$ cat src/fbpa_pkg.sv
`default_nettype none

package fbpa_pkg;

   localparam int POOL_SLOTS  = 1024;
   localparam int IDX_W       = $clog2(POOL_SLOTS);
   localparam int TOP_W       = IDX_W + 1;

   localparam int ADDR_W      = 32;
   localparam int SIZE_W      = 16;
   localparam int TAKEN_W     = 11;
   localparam int CSR_INDEX_W = 2;

   localparam logic [CSR_INDEX_W-1:0] CSR_BASE_ADDRESS = 2'd0;
   localparam logic [CSR_INDEX_W-1:0] CSR_SLOT_SIZE    = 2'd1;

   typedef enum logic [1:0] {
      OP_ALLOC   = 2'd0,
      OP_RELEASE = 2'd1,
      OP_REWIND  = 2'd2,
      OP_DEFRAG  = 2'd3
   } op_type;

   typedef enum logic [1:0] {
      ST_OK        = 2'd0,
      ST_EMPTY     = 2'd1,
      ST_UNDERFLOW = 2'd2
   } status_type;

   typedef enum logic [1:0] {
      S_IDLE,
      S_DEFRAG,
      S_RESP
   } state_type;

   typedef struct packed {
      logic [ADDR_W-1:0] base_address;
      logic [SIZE_W-1:0] slot_size;
   } cfg_type;

   typedef struct packed {
      logic              wr_en;
      logic [IDX_W-1:0]  wr_addr;
      logic [ADDR_W-1:0] wr_data;
      logic              rd_en;
      logic [IDX_W-1:0]  rd_addr;
   } ram_req_type;

endpackage

`default_nettype wire

$ cat src/fbpa_ctrl.sv
`default_nettype none

module fbpa_ctrl (
   input  wire logic                          clock,
   input  wire logic                          reset,
   input  wire logic                          start,
   output logic                               busy,
   input  wire logic [1:0]                    req_op,
   input  wire logic [fbpa_pkg::ADDR_W-1:0]   req_free_address,
   input  wire fbpa_pkg::cfg_type             cfg,
   output fbpa_pkg::ram_req_type              ram_req,
   input  wire logic [fbpa_pkg::ADDR_W-1:0]   ram_rd_data,
   output logic                               rsp_strobe,
   output logic [fbpa_pkg::ADDR_W-1:0]        rsp_slot_address,
   output logic [1:0]                         rsp_status,
   output logic [fbpa_pkg::TAKEN_W-1:0]       rsp_taken_count
);

   fbpa_pkg::state_type               state_ff, state_in;
   logic [fbpa_pkg::TOP_W-1:0]        top_ff, top_in;
   logic [fbpa_pkg::IDX_W-1:0]        idx_ff, idx_in;
   logic [fbpa_pkg::ADDR_W-1:0]       addr_ff, addr_in;
   fbpa_pkg::status_type              status_ff, status_in;
   logic                              sel_ram_ff, sel_ram_in;

   logic                              accept;
   logic                              pool_empty;
   logic                              pool_zero;
   fbpa_pkg::op_type                  op;

   assign accept     = start && (state_ff == fbpa_pkg::S_IDLE);
   assign op         = fbpa_pkg::op_type'(req_op);
   assign pool_empty = (top_ff == fbpa_pkg::TOP_W'(fbpa_pkg::POOL_SLOTS));
   assign pool_zero  = (top_ff == '0);

   always_ff @(posedge clock) begin
      if (reset) begin
         state_ff <= fbpa_pkg::S_IDLE;
         top_ff   <= '0;
      end else begin
         state_ff <= state_in;
         top_ff   <= top_in;
      end
      idx_ff     <= idx_in;
      addr_ff    <= addr_in;
      status_ff  <= status_in;
      sel_ram_ff <= sel_ram_in;
   end

   always_comb begin
      state_in        = state_ff;
      top_in          = top_ff;
      idx_in          = idx_ff;
      addr_in         = addr_ff;
      status_in       = status_ff;
      sel_ram_in      = sel_ram_ff;
      ram_req.wr_en   = 1'b0;
      ram_req.wr_addr = idx_ff;
      ram_req.wr_data = addr_ff;
      ram_req.rd_en   = 1'b0;
      ram_req.rd_addr = top_ff[fbpa_pkg::IDX_W-1:0];

      unique case (state_ff)
         fbpa_pkg::S_IDLE: begin
            if (accept) begin
               status_in  = fbpa_pkg::ST_OK;
               sel_ram_in = 1'b0;
               state_in   = fbpa_pkg::S_RESP;
               unique case (op)
                  fbpa_pkg::OP_ALLOC: begin
                     if (pool_empty) begin
                        status_in = fbpa_pkg::ST_EMPTY;
                     end else begin
                        ram_req.rd_en = 1'b1;
                        sel_ram_in    = 1'b1;
                        top_in        = top_ff + 1'b1;
                     end
                  end
                  fbpa_pkg::OP_RELEASE: begin
                     if (pool_zero) begin
                        status_in = fbpa_pkg::ST_UNDERFLOW;
                     end else begin
                        top_in          = top_ff - 1'b1;
                        ram_req.wr_en   = 1'b1;
                        ram_req.wr_addr = top_in[fbpa_pkg::IDX_W-1:0];
                        ram_req.wr_data = req_free_address;
                     end
                  end
                  fbpa_pkg::OP_REWIND: begin
                     top_in = '0;
                  end
                  fbpa_pkg::OP_DEFRAG: begin
                     idx_in   = '0;
                     addr_in  = cfg.base_address;
                     state_in = fbpa_pkg::S_DEFRAG;
                  end
               endcase
            end
         end
         fbpa_pkg::S_DEFRAG: begin
            // one table entry per cycle, running address
            ram_req.wr_en = 1'b1;
            idx_in        = idx_ff + 1'b1;
            addr_in       = addr_ff + {{(fbpa_pkg::ADDR_W-fbpa_pkg::SIZE_W){1'b0}},
                                       cfg.slot_size};
            if (idx_ff == fbpa_pkg::IDX_W'(fbpa_pkg::POOL_SLOTS - 1)) begin
               state_in = fbpa_pkg::S_RESP;
            end
         end
         fbpa_pkg::S_RESP: begin
            state_in = fbpa_pkg::S_IDLE;
         end
         default: begin
            state_in = fbpa_pkg::S_IDLE;
         end
      endcase
   end

   assign busy             = (state_ff != fbpa_pkg::S_IDLE);
   assign rsp_strobe       = (state_ff == fbpa_pkg::S_RESP);
   assign rsp_slot_address = sel_ram_ff ? ram_rd_data : '0;
   assign rsp_status       = status_ff;
   assign rsp_taken_count  = fbpa_pkg::TAKEN_W'(top_ff);

endmodule

`default_nettype wire

$ cat config.mk
export PLATFORM = sky130hd
export DESIGN_NAME = fbpa_ctrl
export DESIGN_NICKNAME = d
export VERILOG_FILES = /design/src/fbpa_pkg.sv /design/src/fbpa_ctrl.sv
export SDC_FILE = /design/constraint.sdc
export NUM_CORES = 1
export LEC_CHECK = 0
export BUFFER_PORTS_ARGS = -buffer_cell sky130_fd_sc_hd__buf_2
export CAP_MARGIN = 0
export CORE_ASPECT_RATIO = 1.75
export CORE_MARGIN = 5
export CORE_UTILIZATION = 35
export DETAILED_ROUTE_END_ITERATION = 8
export GPL_ROUTABILITY_DRIVEN = 0
export PLACE_DENSITY = 0.66
export REMOVE_ABC_BUFFERS = 1
export SLEW_MARGIN = 10
export SYNTH_ARGS = -nofsm -noshare
export SYNTH_HDL_FRONTEND = slang
export SYNTH_SLANG_ARGS = --single-unit
$ cat constraint.sdc
create_clock -name clock -period 6.7 [get_ports clock]
set_input_delay 0.335 -clock clock [delete_from_list [all_inputs] [get_ports clock]]
set_output_delay 0.335 -clock clock [all_outputs]
set_load 0.005 [all_outputs]
Word-level counts from Yosys, hierarchy flattened
Index checks and enable logic that the tools add are counted.
Widths: inputs -> output; s select.
{"block": "totals", "ff_bits": 58, "inputBits": 117, "wordCells": 57}
{"block": "classes", "addsub": 4, "n_eq_ne": 12, "n_mux": 24, "n_reduce_logical": 11}
{"cell": "$mux 43", "count": 3}
{"cell": "$mux 32", "count": 3}
{"cell": "$pmux 32 s2", "count": 1}
{"cell": "$mux 44", "count": 1}
{"cell": "$pmux 11 s3", "count": 1}
{"cell": "$add 32x16->32", "count": 1}
{"cell": "$mux 11", "count": 2}
{"cell": "$mux 10", "count": 2}
{"cell": "$pmux 10 s2", "count": 1}
{"cell": "$add 11x1->11 const B", "count": 1}
{"cell": "$eq 11x11->1 const B", "count": 1}
{"cell": "$logic_not 11->1", "count": 1}
{"cell": "$sub 11x1->11 const B", "count": 1}
{"cell": "$add 10x1->10 const B", "count": 1}
{"cell": "$eq 10x10->1 const B", "count": 1}
{"cell": "$mux 2", "count": 4}
{"cell": "$ne 2x2->1 const B", "count": 4}
{"cell": "$pmux 2 s2", "count": 2}
{"cell": "$eq 2x2->1 const B", "count": 3}
{"cell": "$reduce_and 5->1", "count": 1}
{"cell": "$eq 2x1->1 const B", "count": 2}
{"cell": "$logic_not 2->1", "count": 2}
{"cell": "$reduce_and 2->1", "count": 2}
{"cell": "$reduce_bool 2->1", "count": 2}
{"cell": "other kinds (6)", "count": 8}

Longest topological paths before layout
Gate-level depths: netlist of run 1.
{"block": "logic_depth", "ltp_word": 5, "mapped_depth": 10, "depth_no_buf": 9}

Worst setup path after synthesis of run 1
OpenSTA, ideal clock, no wires.
{"block": "synth_path", "path_type": "flip-flop to output port", "start": "register top_ff (netlist bit rsp_taken_count[0])", "end": "output ram_req[14] (netlist name)", "arrival_time_ps": 2663, "required_time_ps": 6365, "setup_slack_ps": 3702, "path_stages_with_launch": 10, "n_path_buf": 2, "cell_sequence": "dfxtp_1 -> inv_1 -> ha_1 -> or3b_1 -> clkbuf_1 -> or2_1 -> or3_4 -> o211ai_4 -> buf_6 -> mux2_1"}
{"item": "start: declaration", "line": "fbpa_ctrl.sv:20", "text": "logic [fbpa_pkg::TOP_W-1:0] top_ff, top_in;"}
{"item": "start signal: assignment", "line": "fbpa_ctrl.sv:42", "text": "top_ff <= top_in;"}
{"item": "end: declaration", "line": "fbpa_ctrl.sv:11", "text": "output fbpa_pkg::ram_req_type ram_req,"}

==> reports/metrics.csv, run 1 <==
stage,metric,value,unit
route,vias after detailed routing,4816,
place,HPWL after detailed placement,11.1,mm
yosys,Post-synth EDFFs,45,
timing,Final Max Tran Viols,0,
route,drt total wl,14.5,mm
timing,final critical-path required period,3.87,ns
power_and_ir_drop,Pwr per Cell Area,195,nW/µm²
critical_path,WP data arrival,3.54,ns
critical_path,Setup CP Type,reg2out,
timing,slew margin rel.,25.1,%
die,core box area,13900,µm²
die,total die area,16700,µm²
yosys,Synth Flop Type,edfxtp_1,
timing,total negative setup slack,0,ns
cells_and_area,NumNets Final,899,
clock_network,Post-CTS Setup Bufs,0,
yosys,"area leader, netlist",edfxtp_1,
global_routing,global-route wire length before repair,23.2,mm
clock_network,clock tree buffer depth,2,
clock_network,CTS sink count,58,
route,DRC violations left,0,
clock_network,CTS root buf,clkbuf_16,
outcome,outcome,finished clean,
yosys,syn_area_per_cell,8.71,µm²
cells_and_area,n_diodes,0,
route,final antenna-violating net count,0,
route,starting DRC count in detailed routing,200,
timing,final setup vio count,0,
yosys,"top cells by area, synth","edfxtp_1 27%, mux2_1 6.6%, ha_1 5.6%",
cells_and_area,Final Cell Area,6360,µm²
route,drt first pass iters,4,
cells_and_area,share of layout cells above drive strength 1,32.9,%
clock_network,TritonCTS clock tree,yes,
yosys,"Async S/R FF share, synth",0,%
place,placed cell areas,6060,µm²
yosys,Cells after Synth,568,
clock_network,Clock H-tree levels,3,
global_routing,largest net degree at the start of global routing,71,
route,average vias per placed instance,5.12,
die,I/O Pins,218,
worst_hold_path,Worst Hold Class,in2reg,
yosys,"Seq/Total Area, Yosys",32.6,%
clock_network,Worst-Skew Late Latency,0.34,ns
power_and_ir_drop,Leak,0.00293,µW
die,Initial Util,35.6,%
global_routing,vias in the first global route,4880,
global_routing,initial antenna violation count,0,
timing,Worst Max-Slew Pin Slew,1.12,ns
timing,RSZ-0062 raised after global routing,false,
global_routing,grt total ovfl,0,
yosys,synthesized cell area,4950,µm²
job,max-cap viol count,0,
yosys,Synth cell types,60,
timing,Tcrit/Tclk final,57.8,%
power_and_ir_drop,Max IR drop VDD,0.145,mV
clock_network,cts repair resizes,0,
critical_path,Worst Path Required,6.36,ns
die,Die Wd,99.9,µm
timing,Fin. Hold Viols,0,
cells_and_area,Syn-to-layout area delta,28.5,%
yosys,number of synthesized register bits,58,
yosys,Yosys warnings,0,
power_and_ir_drop,total power,1240,µW
die,DIE HEIGHT,167,µm
clock_network,hold buffers post-CTS,0,
place,# port buffers,217,
critical_path,Worst Setup Start Kind,flop,
clock_network,Num CTS Buffers,9,
timing,Hold Slack,0.268,ns
critical_path,CP Capture Type,output port,
route,drt wl/cell,15.4,µm
clock_network,Worst-path clk slew,0.07,ns
timing,Setup Skew,0.0153,ns
yosys,Yosys top cell area share,27.3,%
critical_path,crit-path max FO,53,
die,row count,57,
global_routing,Tot GR Track Use,16.8,%
timing,Max Fclk,258,MHz
registers in the layout, summed over array words and instances (netlist names):
name / flops
rsp_taken_count: 11
rsp_status: 2
state_ff: 2
idx_ff: 10
sel_ram_ff: 1
addr_ff: 32
path summary, 6_finish.rpt:
path | from | endpoint | slack, ns | depth (start not counted)
worst min register to register | rsp_taken_count[4] | rsp_taken_count[4] | 0.60 | 2
worst max-delay path | rsp_taken_count[0] | ram_req[24] | 2.83 | 9
worst min-delay path | cfg[27] | addr_ff[11] | 0.27 | 3
worst max register to register | addr_ff[0] | addr_ff[24] | 3.45 | 9
critical path, cell delays in order (launching register included):
cell,delay [ns]
dfxtp_1,0.40
inv_1,0.15
ha_1,0.24
or3b_1,0.46
or2_1,0.32
or3_4,0.41
o211ai_4,0.15
buf_4,0.53
mux2_1,0.38
buf_2,0.13
through the flow:
stage               worst slack [ns]  instances  utilization [%]
finish                          2.83        940             45.7
global route                    2.64        940             45.7
CTS                             2.82        940             45.7
detailed placement              3.17        925             43.6
global placement                3.28        925             43.6
floorplan                       3.23        529                -
area by class of cell:
| class | instances | area [µm²] |
|---|---|---|
| clock inverters | 6 | 68.8 |
| multi-input cells | 452 | 3060 |
| fillers | 1441 | 7550 |
| well taps | 177 | 221 |
| repair buffers | 219 | 1100 |
| flip-flops and latches | 58 | 1610 |
| clock buffers | 9 | 225 |
| inverters | 19 | 71.3 |
cells by family after synthesis:
family	Yosys count	synth area share, %
multiplexers	35	7.92
buffers and inverters	58	5.72
XOR/XNOR	41	7.26
adder cells (fa/ha/maj)	23	5.97
flip-flops	58	32.6
AND/OR/NAND/NOR	200	20.3
AO/OA/AOI/OAI	153	20.3
cell usage in the layout (no fill, tap or decap), types with 4 or more instances in the layout:
master	count
o21ai_0	53
ha_1	22
o21bai_1	4
nand3_1	15
nand2_1	63
nor2_1	33
xor2_1	18
mux2_1	29
dfxtp_1	13
o21a_1	4
or2_2	6
and2_1	37
and3_1	11
clkbuf_16	9
a211oi_1	10
a21o_1	10
xnor2_1	23
edfxtp_1	45
o2bb2ai_1	4
o22ai_1	4
o211ai_1	5
clkinvlp_4	4
a21oi_1	31
inv_1	19
buf_2	217
nor3_1	8
mux2_2	4
or3_1	6
metal layers:
metal,vias up,share of wire [%],GRT usage [%]
met3,19,5.7,2.66
met2,166,52,30.8
met4,0,1.9,6.54
met1,2202,41,19.2
met5,-,0,0
li1,2429,-,-
power by group:
group	switching [µW]	internal, µW
combinational	175	154
sequential	27.1	417
clock	178	286
total	380	857
synthesized netlist by cell type (4+ instances only):
cell type / n
o21a_1: 4
nor2_1: 33
and2_1: 37
o22ai_1: 4
clkbuf_1: 22
edfxtp_1: 45
mux2_2: 4
o21bai_1: 4
o211ai_1: 5
o2bb2ai_1: 4
xor2_1: 18
dfxtp_1: 13
o21ai_0: 53
and3_1: 11
or3_1: 6
a21oi_1: 31
xnor2_1: 23
mux2_1: 29
inv_1: 19
buf_2: 4
nand3_1: 15
or2_2: 6
nor3_1: 8
ha_1: 22
a211oi_1: 10
nand2_1: 64
a21o_1: 10
buf_4: 10
Power figures use the tool's default switching activity.
==> run 2: changes to the inputs <==
--- a/config.mk
+++ b/config.mk
@@ -12,7 +12,7 @@
 export CORE_UTILIZATION = 35
 export DETAILED_ROUTE_END_ITERATION = 8
 export GPL_ROUTABILITY_DRIVEN = 0
-export PLACE_DENSITY = 0.66
+export PLACE_DENSITY = 0.69
 export REMOVE_ABC_BUFFERS = 1
 export SLEW_MARGIN = 10
 export SYNTH_ARGS = -nofsm -noshare
==> constraint.sdc (replaced) <==
create_clock -name clock -period 3.4 [get_ports clock]
set_input_delay 0.17 -clock clock [delete_from_list [all_inputs] [get_ports clock]]
set_output_delay 0.17 -clock clock [all_outputs]
set_load 0.005 [all_outputs]
==> reports/metrics.csv, run 2 (synthesis gave the netlist of run 1 again) <==
stage,metric,value,unit,change
global_routing,grt total ovfl,0,,unchanged
cells_and_area,"most common cell after layout, fill and taps aside",buf_2,,
cells_and_area,Syn-to-layout area delta,32.0,%,
cells_and_area,most flop-heavy register,addr_ff,,
die,I/O Pins,218,,unchanged
route,drt total wl,15.5,mm,+7.5%
die,Initial Util,35.6,%,unchanged
critical_path,CP Capture Type,output port,,
critical_path,Worst Setup Start Kind,flop,,
timing,final critical-path required period,3.30,ns,
worst_hold_path,Worst Hold Class,in2reg,,
clock_network,CTS sink count,58,,unchanged
die,Die Wd,99.9,µm,unchanged
critical_path,Worst Path Required,3.23,ns,-3.13 ns
route,DRC violations left,0,,unchanged
route,drt first pass iters,5,,+1
critical_path,crit-path max FO,13,,-75%
timing,worst setup margin,0.103,ns,-2.73 ns
place,# port buffers,217,,unchanged
clock_network,TritonCTS clock tree,yes,,
die,core box area,13900,µm²,unchanged
critical_path,reg2reg end,addr_ff[28],,
route,average vias per placed instance,5.21,,+1.6%
job,max-cap viol count,0,,unchanged
clock_network,Clock H-tree levels,3,,unchanged
die,DIE HEIGHT,167,µm,unchanged
critical_path,crit path cell chain,inv_2 -> ha_4 -> or3b_4 -> or2_4 -> or3_4 -> o211ai_4 -> buf_12 -> clkbuf_16 -> mux2_1 -> buf_2,,
cells_and_area,"commonest non-fill, non-tap cells in the layout","217 x buf_2, 63 x nand2_1, 53 x o21ai_0",,
timing,Fin. Hold Viols,0,,unchanged
clock_network,Worst-path clk slew,0.06,ns,about the same
cells_and_area,filler-free cell count of the finished design,953,,+1.4%
clock_network,Num CTS Buffers,9,,unchanged
power_and_ir_drop,Max IR drop VDD,0.221,mV,+53%
critical_path,FF-to-FF setup slack,0.36,ns,-3.09 ns
place,HPWL after detailed placement,11.3,mm,+1.6%
die,row count,57,,unchanged
timing,final setup vio count,0,,unchanged
timing,slew margin rel.,23.6,%,-1.5 points
cells_and_area,NumNets Final,911,,+1.3%
timing,Tcrit/Tclk final,97.0,%,
worst_hold_path,hold endpoint,addr_ff[12],,
route,final antenna-violating net count,0,,unchanged
place,setup slack at placement,0.326,ns,-2.85 ns
global_routing,largest net degree at the start of global routing,71,,unchanged
die,total die area,16700,µm²,unchanged
clock_network,Worst-Skew Late Latency,0.34,ns,about the same
critical_path,CP Buf/Inv Count,4,,+1
clock_network,clock tree buffer depth,2,,unchanged
worst_hold_path,WHS Path Cells,3,,unchanged
outcome,outcome,finished clean,,
critical_path,WP data arrival,3.13,ns,-0.41 ns
global_routing,vias in the first global route,4869,,-0.23%
timing,Final Max Tran Viols,0,,unchanged
place,dpl cells,931,,+0.65%
critical_path,CP max stage cell,or3b_4,,
critical_path,R2R cell count,10,,+1
global_routing,global-route wire length before repair,23.8,mm,+2.7%
timing,Setup Skew,0.0141,ns,-0.00119 ns
cells_and_area,share of layout cells above drive strength 1,34.1,%,+1.3 points
critical_path,CP peak stage delay,0.41,ns,-0.12 ns
cells_and_area,n_diodes,0,,unchanged
critical_path,worst reg2reg startpoint,addr_ff[0],,
timing,Max Fclk,303,MHz,
global_routing,Tot GR Track Use,17.5,%,+0.61 points
power_and_ir_drop,Leak,0.00303,µW,+3.6%
critical_path,Setup CP Type,reg2out,,
route,starting DRC count in detailed routing,168,,-16%
route,vias after detailed routing,4963,,+3.1%
critical_path,"delay-heaviest family, CP",simple AND/OR/NAND/NOR gates,,
cells_and_area,max FFs per register,32,,unchanged
clock_network,CTS root buf,clkbuf_16,,
power_and_ir_drop,Pwr per Cell Area,380,nW/µm²,+95%
clock_network,hold buffers post-CTS,0,,unchanged
route,drt wl/cell,16.3,µm,+6.1%
global_routing,initial antenna violation count,0,,unchanged
worst_hold_path,Hold Startpoint,cfg[28],,
timing,Worst Max-Slew Pin Slew,1.14,ns,+0.0226 ns
==> run 2: worst max path at each step <==
| stage | from | to | slack [ns] | cells after the start |
|---|---|---|---|---|
| finish | rsp_taken_count[1] | ram_req[31] | 0.10 | 10 |
| global route | rsp_taken_count[1] | ram_req[15] | -0.01 | 10 |
| CTS | rsp_taken_count[1] | ram_req[25] | 0.008 | 9 |
| detailed placement | addr_ff[0] | addr_ff[22] | 0.33 | 10 |
| global placement | rsp_taken_count[1] | ram_req[25] | 0.37 | 9 |
| floorplan | state_ff[1] | addr_ff[0] | 0.06 | 2 |
==> run 2: where the power goes <==
| part | total (µW) | internal (µW) | switching (µW) |
|---|---|---|---|
| logic | 697 | 333 | 364 |
| registers | 870 | 820 | 49.8 |
| clock network | 914 | 582 | 332 |
| total | 2480 | 1740 | 746 |
==> run 2: stage by stage <==
stage	utilization, %	instance area (µm²)	total power (µW)	TNS [ns]	hold slack (ns)
detailed placement	44.0	6120	1550	0	0.449
finish	46.9	6530	2480	0	0.0979
global placement	44.0	6120	1550	0	0.435
floorplan	-	4730	1280	0	0.239
global route	46.9	6530	2620	-0.0149	0.117
CTS	46.1	6410	2480	0	0.0871
==> run 2: repair_timing <==
item / CTS / global route
gates resized for setup: 1 / 4
pin swaps: 0 / 1
gates cloned: 0 / 4
buffers inserted: 0 / 2
setup endpoints to repair: 3 / 38
==> run 2: tightest hold or removal path, stage by stage <==
cell and delay [ns]:
buf_2 0.07, nand2_1 0.03, o21ai_0 0.05
==> run 2: area by class of cell <==
type | instances | area [µm²]
fill | 1424 | 7380
multi-input combinational | 452 | 3070
sequential | 58 | 1610
timing repair buffer | 231 | 1260
clock buffer | 12 | 246
tap | 177 | 221
inverter | 19 | 71.3
clock inverter | 4 | 43.8
==> run 2: routing by layer <==
metal	vias to the layer above	global-route usage [%]	wire length (µm)
met5	-	0	0
met4	0	6.60	360
met3	23	3.83	993
met2	181	32.0	8250
met1	2296	19.2	5940
li1	2463	-	-
==> run 3: changes to the inputs <==
--- a/config.mk
+++ b/config.mk
@@ -6,14 +6,13 @@
 export NUM_CORES = 1
 export LEC_CHECK = 0
 export BUFFER_PORTS_ARGS = -buffer_cell sky130_fd_sc_hd__buf_2
-export CAP_MARGIN = 0
 export CORE_ASPECT_RATIO = 1.75
 export CORE_MARGIN = 5
 export CORE_UTILIZATION = 35
 export DETAILED_ROUTE_END_ITERATION = 8
 export GPL_ROUTABILITY_DRIVEN = 0
+export MAX_ROUTING_LAYER = met4
 export PLACE_DENSITY = 0.69
-export REMOVE_ABC_BUFFERS = 1
 export SLEW_MARGIN = 10
 export SYNTH_ARGS = -nofsm -noshare
 export SYNTH_HDL_FRONTEND = slang
==> reports/metrics.csv, run 3 (synthesis gave the netlist of run 1 again) <==
stage,metric,value,unit,change
clock_network,clock tree buffer depth,2,,unchanged
timing,Worst Max-Slew Pin Slew,1.08,ns,-0.0620 ns
global_routing,vias in the first global route,4957,,+1.8%
die,total die area,16700,µm²,unchanged
timing,Fin. Hold Viols,0,,unchanged
place,# port buffers,217,,unchanged
critical_path,Worst Setup Start Kind,flop,,
route,starting DRC count in detailed routing,178,,+6.0%
route,DRC violations left,0,,unchanged
critical_path,CP Capture Type,output port,,
route,vias after detailed routing,4966,,+0.060%
die,Die Wd,99.9,µm,unchanged
route,final antenna-violating net count,0,,unchanged
power_and_ir_drop,Pwr per Cell Area,383,nW/µm²,+0.77%
timing,final critical-path required period,3.28,ns,-0.0145 ns
timing,total negative setup slack,0,ns,unchanged
timing,RSZ-0062 raised after global routing,false,,
global_routing,largest net degree at the start of global routing,45,,-37%
route,average vias per placed instance,5.20,,-0.15%
die,Initial Util,35.6,%,unchanged
cells_and_area,most flop-heavy register,addr_ff,,
die,DIE HEIGHT,167,µm,unchanged
outcome,outcome,finished clean,,
cells_and_area,"most common cell after layout, fill and taps aside",buf_2,,
global_routing,Tot GR Track Use,19.6,%,+2.2 points
die,I/O Pins,218,,unchanged
cells_and_area,Post-Route Utilization,47.2,%,+0.23 points
timing,Final Max Tran Viols,0,,unchanged
critical_path,crit-path max FO,10,,-3
worst_hold_path,Worst Hold Class,in2reg,,
timing,final setup vio count,0,,unchanged
critical_path,WP data arrival,3.11,ns,-0.02 ns
die,core box area,13900,µm²,unchanged
route,drt first pass iters,5,,unchanged
clock_network,Worst-Skew Late Latency,0.34,ns,about the same
power_and_ir_drop,Leak,0.00306,µW,+0.89%
die,row count,57,,unchanged
cells_and_area,max FFs per register,32,,unchanged
clock_network,CTS root buf,clkbuf_16,,
global_routing,grt total ovfl,0,,unchanged
cells_and_area,share of layout cells above drive strength 1,34.9,%,+0.73 points
critical_path,Worst Path Required,3.23,ns,about the same
timing,Max Fclk,305,MHz,+0.44%
cells_and_area,"commonest non-fill, non-tap cells in the layout","217 x buf_2, 63 x nand2_1, 52 x o21ai_0",,
yosys,Mapped Nets,708,,
timing,slew margin rel.,27.7,%,+4.2 points
job,max-cap viol count,0,,unchanged
clock_network,Num CTS Buffers,9,,unchanged
clock_network,Clock H-tree levels,3,,unchanged
cells_and_area,NumNets Final,912,,+0.11%
timing,Setup Skew,0.0129,ns,-0.00117 ns
global_routing,global-route wire length before repair,25.2,mm,+6.0%
route,drt total wl,16.2,mm,+4.3%
cells_and_area,Syn-to-layout area delta,32.6,%,
place,HPWL after detailed placement,12.6,mm,+11%
cells_and_area,filler-free cell count of the finished design,955,,+0.21%
critical_path,Setup CP Type,reg2out,,
clock_network,Worst-path clk slew,0.07,ns,about the same
route,drt wl/cell,17.0,µm,+4.1%
global_routing,initial antenna violation count,1,,+1
clock_network,hold buffers post-CTS,0,,unchanged
power_and_ir_drop,Max IR drop VDD,0.254,mV,+15%
timing,Tcrit/Tclk final,96.6,%,-0.43 points
clock_network,TritonCTS clock tree,yes,,
place,dpl cells,934,,+0.32%
clock_network,CTS sink count,58,,unchanged
critical_path,FF-to-FF setup slack,0.29,ns,-0.07 ns
cells_and_area,Filler cells,1390,,-2.4%
[run 3: cell types whose count changed in the layout (fill, tap and decap cells not counted), moves of 2 or more]
cell       change
inv_4          +3
clkbuf_16      -2
bufbuf_16      +2
clkbuf_1       -2
buf_4          +2
clkinv_2       -2
clkinv_4       +2
[run 3: layout make-up]
cell class | instances | area, µm² | area share, %
multi-input combinational | 452 | 3070 | 46.9
sequential | 58 | 1610 | 24.6
timing repair buffer | 232 | 1280 | 19.5
clock buffer | 9 | 225 | 3.43
tap | 177 | 221 | 3.38
clock inverter | 7 | 75.1 | 1.14
inverter | 19 | 71.3 | 1.09
antenna | 1 | 2.50 | 0.0381
[run 3: layer usage]
layer | up-vias | global-route usage [%] | wire length, µm
li1 | 2461 | - | -
met1 | 2261 | 19.5 | 5830
met2 | 217 | 37.3 | 8790
met3 | 27 | 3.29 | 1190
met4 | 0 | 6.96 | 399
met5 | - | - | 0
[run 3: final timing paths]
path | to | start | depth (start not counted)
hold / removal | addr_ff[11] | cfg[27] | 3
setup / recovery | ram_req[42] | rsp_taken_count[1] | 10
hold reg to reg | rsp_taken_count[1] | rsp_taken_count[1] | 2
setup reg to reg | addr_ff[24] | addr_ff[0] | 10
[run 3: critical path, stage by stage (launching register included)]
cell and delay, ns:
dfxtp_2 0.35, inv_2 0.11, ha_4 0.16, or3b_4 0.42, or2_4 0.29, or3_4 0.40
o211ai_4 0.26, buf_4 0.17, buf_12 0.14, mux2_1 0.33, buf_2 0.13
[run 3: metrics by stage]
stage	hold WS [ns]	setup WS [ns]	total power (µW)	area (µm²)
5_1_grt	0.124	0.00752	2660	6560
4_1_cts	0.104	0.0114	2530	6550
3_5_place_dp	0.449	0.279	1570	6150
3_3_place_gp	0.438	0.304	1560	6150
6_report	0.111	0.117	2510	6560
2_1_floorplan	0.242	0.519	1310	4950
[run 3: repair_timing]
item,in CTS,in global routing
pin swaps,1,1
buffers inserted,2,0
gates cloned,2,0
gates resized for setup,5,4
endpoints found under the setup margin,15,40
[run 3: power breakdown]
part | internal (µW) | switching (µW)
sequential | 820 | 52.4
combinational | 340 | 367
clock | 573 | 361
total | 1730 | 780
